### config.mk
export PLATFORM = sky130hd
export DESIGN_NAME = rhh_ctrl
export DESIGN_NICKNAME = d
export VERILOG_FILES = /design/src/rtl/core/rhh_pkg.sv /design/src/rtl/core/rhh_ctrl.sv
export SDC_FILE = /design/constraint.sdc
export NUM_CORES = 1
export LEC_CHECK = 0
export BUFFER_PORTS_ARGS = -buffer_cell sky130_fd_sc_hd__buf_2
export CORE_UTILIZATION = 25
export DETAILED_ROUTE_END_ITERATION = 10
export GPL_TIMING_DRIVEN = 1
export HOLD_SLACK_MARGIN = 0.03
export PLACE_DENSITY = 0.56
export SYNTH_ARGS = -nofsm -noshare
export SYNTH_HDL_FRONTEND = slang
export SYNTH_SLANG_ARGS = --single-unit
### constraint.sdc
create_clock -name clock -period 1.5 [get_ports clock]
set_input_delay 0.225 -clock clock [delete_from_list [all_inputs] [get_ports clock]]
set_output_delay 0.225 -clock clock [all_outputs]
set_load 0.02 [all_outputs]
### src/rtl/core/rhh_pkg.sv
// rhh_pkg: shared types and constants for the robin hood hash insert block
// sizes of the slot store, state machine states, result codes, control structs
// no dependencies
`default_nettype none

package rhh_pkg;

   localparam int TABLE_DEPTH = 1024;
   localparam int IDX_W       = $clog2(TABLE_DEPTH);
   localparam int CNT_W       = IDX_W + 1;
   localparam int HASH_W      = 64;
   localparam int OFFSET_W    = 32;
   localparam int LOG2_W      = 4;
   localparam int REQ_DATA_W  = 96;
   localparam int RSP_DATA_W  = 40;

   localparam logic [LOG2_W-1:0] LOG2_MIN   = 4'd3;
   localparam logic [LOG2_W-1:0] LOG2_MAX   = 4'd10;
   localparam logic [LOG2_W-1:0] LOG2_RESET = 4'd10;

   localparam logic CMD_INSERT = 1'b0;
   localparam logic CMD_CLEAR  = 1'b1;

   typedef enum logic [1:0] {
      STATUS_PLACED  = 2'd0,
      STATUS_FULL    = 2'd1,
      STATUS_ZERO    = 2'd2,
      STATUS_CLEARED = 2'd3
   } status_type;

   typedef enum logic [2:0] {
      ST_CLEAR,
      ST_IDLE,
      ST_LOAD,
      ST_READ,
      ST_CHECK,
      ST_DONE
   } state_type;

   typedef struct packed {
      logic [HASH_W-1:0]   hash;
      logic [OFFSET_W-1:0] offset;
      logic [CNT_W-1:0]    distance;
   } entry_type;

   typedef struct packed {
      logic load_item;
      logic clear_init;
      logic clear_write;
      logic issue_read;
      logic evaluate;
      logic finish;
   } cmd_type;

   typedef struct packed {
      logic clear_last;
      logic is_clear;
      logic is_reject;
      logic probe_done;
      logic rsp_free;
   } stat_type;

endpackage

`default_nettype wire

### src/rtl/core/rhh_ctrl.sv
// rhh_ctrl: sequencer for clearing passes and insert probe chains
// depends on rhh_pkg; drives rhh_datapath through cmd_type, reads stat_type
`default_nettype none

module rhh_ctrl (
   input  wire                clock,
   input  wire                reset,
   input  wire                req_fire,
   input  wire                csr_fire,
   input  rhh_pkg::stat_type  stat,
   output rhh_pkg::cmd_type   cmd,
   output logic               req_ready,
   output logic               csr_ready
);
   import rhh_pkg::*;

   state_type state_ff, state_in;
   logic      pending_ff, pending_in;

   always_ff @(posedge clock) begin
      if (reset) begin
         state_ff   <= ST_CLEAR;
         pending_ff <= 1'b0;
      end else begin
         state_ff   <= state_in;
         pending_ff <= pending_in;
      end
   end

   always_comb begin
      state_in   = state_ff;
      pending_in = pending_ff;
      unique case (state_ff)
         ST_CLEAR: begin
            if (!csr_fire && stat.clear_last) begin
               state_in   = pending_ff ? ST_DONE : ST_IDLE;
               pending_in = 1'b0;
            end
         end
         ST_IDLE: begin
            if (csr_fire) state_in = ST_CLEAR;
            else if (req_fire) state_in = ST_LOAD;
         end
         ST_LOAD: begin
            if (stat.is_clear) begin
               state_in   = ST_CLEAR;
               pending_in = 1'b1;
            end else if (stat.is_reject) begin
               state_in = ST_DONE;
            end else begin
               state_in = ST_READ;
            end
         end
         ST_READ:  state_in = ST_CHECK;
         ST_CHECK: state_in = stat.probe_done ? ST_DONE : ST_READ;
         ST_DONE:  if (stat.rsp_free) state_in = ST_IDLE;
         default:  state_in = ST_CLEAR;
      endcase
   end

   always_comb begin
      req_ready       = (state_ff == ST_IDLE) && !csr_fire;
      csr_ready       = (state_ff == ST_IDLE) || ((state_ff == ST_CLEAR) && !pending_ff);
      cmd.load_item   = req_fire && !csr_fire;
      cmd.clear_init  = csr_fire || ((state_ff == ST_LOAD) && stat.is_clear);
      cmd.clear_write = (state_ff == ST_CLEAR) && !csr_fire;
      cmd.issue_read  = (state_ff == ST_READ);
      cmd.evaluate    = (state_ff == ST_CHECK);
      cmd.finish      = (state_ff == ST_DONE) && stat.rsp_free;
   end

endmodule

`default_nettype wire

# After elaboration in Yosys (flattened, before gate mapping)
# Index checks and enable logic that the tools add are counted.
# totals
out_inout_bits,8
word_cells,38
regBits,4
input_bits,9
# classes
n_eq_ne,9
n_mux,12
n_reduce_logical,15
# op_table
cell,n
$mux W3,8
$pmux W3 S6,1
$logic_and A1 B1 Y1,7
$eq A3 B2 Y1 const B,2
$eq A3 B3 Y1 const B,2
$ne A2 B2 Y1 const B,3
$reduce_and A3 Y1,2
$eq A3 B1 Y1 const B,1
$logic_not A3 Y1,1
$ne A3 B3 Y1 const B,1
$logic_not A1 Y1,2
$logic_or A1 B1 Y1,2
$mux W1,2
$pmux W1 S2,1
$reduce_bool A2 Y1,1

# Depth between registers and ports, before layout
# depth
depth_word,4
ltp_mapped,5
depth_no_buf,4

# Least setup slack after synthesis
# OpenSTA, ideal clock, no wires.
# synth_timing
kind,flip-flop to flip-flop
start,register state_ff[2]
end,register pending_ff
t_arrival_ps,1295
setup_ps,116
required_time_ps,1384
synth_period_minus_slack_ps,1411
setup_slack_ps,89
path_buffers,1
path_stages_with_launch,6
path_cell_list,dfxtp_1 -> buf_4 -> nor4_2 -> nand2_1 -> a32oi_1 -> nor2_1
# synth_between
elab_chain_cells,3
word_cells_on_any_way,7
classes_between,eq/ne (3); mux (1); reduce/logical (3)
# synth_rtl
item,line,rtl
start: declaration,rhh_ctrl.sv:17,"state_type state_ff, state_in;"
start signal: assignment,rhh_ctrl.sv:25,state_ff <= state_in;
$eq A3 B2 Y1 / $logic_not A3 Y1 (equally long branches),rhh_ctrl.sv:33,unique case (state_ff)
$ne A2 B2 Y1 (no line) / $reduce_bool A2 Y1 (equally long branches),n/a,
$reduce_and A3 Y1 (no line),n/a,
end signal: assignment,rhh_ctrl.sv:26,pending_ff <= pending_in;
end: declaration,rhh_ctrl.sv:18,"logic pending_ff, pending_in;"
# Several ways; a longest one is shown, not always the timed one.
# A chain may end at the register's enable or synchronous reset.

# Worst setup path in the final report
# layout_timing
start,register state_ff[1]
end,output port req_ready
# layout_between
elab_chain_cells,2
# layout_rtl
item,line,rtl
$eq A3 B1 Y1,rhh_ctrl.sv:62,req_ready = (state_ff == ST_IDLE) && !csr_fire;
$logic_and A1 B1 Y1,rhh_ctrl.sv:62,
end: declaration,rhh_ctrl.sv:12,"output logic req_ready,"
# Every way passes these cells.

==> run summary <==
Pins Over Slew Limit: 0
RePlAce Congestion: 0.8344
Initial Util: 0.2851
Fin crit period: 1.408 ns
Slowest-stage cell, CP: dfxtp_1
Root Driver: clkbuf_4
Half-perimeter wire length after placement: 761.4 um
Syn Std Cell Area: 394.1 um2
CTS tree: done
Clock latency on the worst-skew pair: 0.23 ns
Commonest non-fill, non-tap cell in the layout: buf_2
Fillers: 139
Die height: 41.71 um
Psw: 0.1398 mW
CTS max path bufs: 2
Seq/Total Area, Yosys: 0.2032
Sink Count: 4
Via count: 395
Combinational share of power: 0.368
Leakage: 0.2155 nW
Sw frac: 0.3406
Clock share of power: 0.316
Min-Delay Path Class: in2reg
Mapped Cells: 44
Worst slew pin tran: 0.3092 ns
Pwr Total: 0.4104 mW
Antenna-violating nets left: 0
Worst stage delay on the critical path: 0.30 ns
Inserted Clock Buffers: 3
Synth Flop Type: dfxtp_1
Count of final hold-check violations: 0
Core area: 1383 um2
Die footprint: 1739 um2
CP Launch Type: register
Std-Cell Rows: 13
Post-route DRC: 0
Clk_skew: 0.0009910 ns
Average size of a mapped cell: 8.957 um2
Setup TNS: 0 ns
Port bufs: 16
CP max FO: 6
Critical Path End Type: primary output
Number of global-route vias before repair: 373
CTS H-tree lvls: 1
Die W: 41.71 um
Ys async rst share: 0
Flop pwr share: 0.317
Inserted Diodes: 0
Peak VDD IR: 464.8 uV
Endpoints failing setup: 0
Post-Syn Nets: 53
GRT overflow: 0
Number of max-cap violations: 0
Initial antenna violation count: 0
Final period utilization: 0.9386
RSZ-0062 raised after global routing: false
I/O pin count: 17
DRT Wirelength: 952 um
Clk slew on worst S/H paths: 0.04 ns
DR pass1 iterations: 4
Layout cells sized above 1: 0.5397
Delay-heaviest family, CP: buffers and inverters
PD cells: 782.7 nW/um2
CP arrival: 1.18 ns
WL per Instance: 12.21 um
Pint: 0.2706 mW
First-pass GRT wire length: 1.573 mm
CP Buf/Inv Count: 2
Initial drt markers: 10
CP cell instances: buf_4 > nor4b_4 > buf_4
Max frequency: 710.2 MHz
Required @ worst endpoint: 1.27 ns
Synth Warn #: 0
Crit Path Category: reg2out
Post-CTS setup buffer count: 0
Commonest cells after routing, fill and taps aside: buf_2 (15), nand2_1 (4)
Outcome: complete, no violations
Drt via density: 5.064
GRT Util Overall: 0.1183
CP most frequent cell: buf_4
Synth unique cells: 31
Relative slew margins: 0.7939
Number of enable flip-flop cells after synthesis: 0
Area delta synth->final: 33.02%
Nets: 74
FF+latch count, synth: 4
Largest net degree at the start of global routing: 11
synthesized netlist by cell type, drive strengths merged, types with 2 or more instances:
cell type  count  area, um2
inv            2      7.510
nor2           4      22.52
nor2b          2      12.51
nand2b         4      27.53
o21ai          2      13.76
dfxtp          4      80.08
a211oi         3      32.53
nand2          4      15.01
buf            2      18.77
sequential cells by signal, summed over array words and instances (netlist names):
signal	flops
state_ff	3
pending_ff	1
area by class of cell:
class | count | area (um2) | share of cell area
inverter | 2 | 7.507 | 0.01432
tap | 15 | 18.77 | 0.03580
clock buffer | 3 | 22.52 | 0.04296
timing repair buffer | 18 | 97.59 | 0.1862
sequential | 4 | 87.58 | 0.1671
multi-input combinational | 36 | 290.3 | 0.5537
layer usage:
metal,share of wire,vias up,GRT usage
li1,-,203,-
met1,0.46,176,0.1496
met2,0.47,16,0.1594
met3,0.074,0,0.03043
met4,0,0,0.1097
met5,0,-,0
cell families after synthesis:
logic type             Yosys count  synth area share
AOI/OAI and AO/OA               16            0.3651
DFF                              4            0.2032
buffers and inverters            4           0.06668
and+or+nand+nor                 20            0.3651
repair_timing:
action | 4_1_cts | 5_1_grt
hold endpoints to repair | 0 | 0
hold buffers | 0 | 0
endpoints found under the setup margin | 5 | 4
resized for setup | 2 | 4
stage by stage:
step                      hold WS (ns)  setup slack (ns)  area [um2]  utilization  cells
after floorplan                 0.2896           0.08868       394.1            -     44
after global placement          0.4265            0.1117       489.2       0.3538     75
after detailed placement        0.4266            0.1387       489.2       0.3538     75
after CTS                       0.1697           0.02985       514.2       0.3719     78
after global routing            0.1755           0.01493       524.3       0.3792     78
final                           0.1767           0.09204       524.3       0.3792     78
final timing paths:
kind	slack, ns	to	cells past startpoint	start
worst max-delay path	0.09	req_ready	3	state_ff[1]
worst min-delay path	0.18	state_ff[0]	2	reset
worst max register to register	0.28	state_ff[2]	5	state_ff[1]
worst min register to register	0.55	pending_ff	2	pending_ff
power groups by stage:
stage	registers [mW]	clock network [mW]	logic [mW]
finish	0.130	0.129	0.151
global route	0.132	0.150	0.165
CTS	0.130	0.140	0.149
detailed placement	0.131	0	0.149
global placement	0.130	0	0.149
floorplan	0.128	0	0.107
Note: power is estimated with default switching activity, not from simulation.
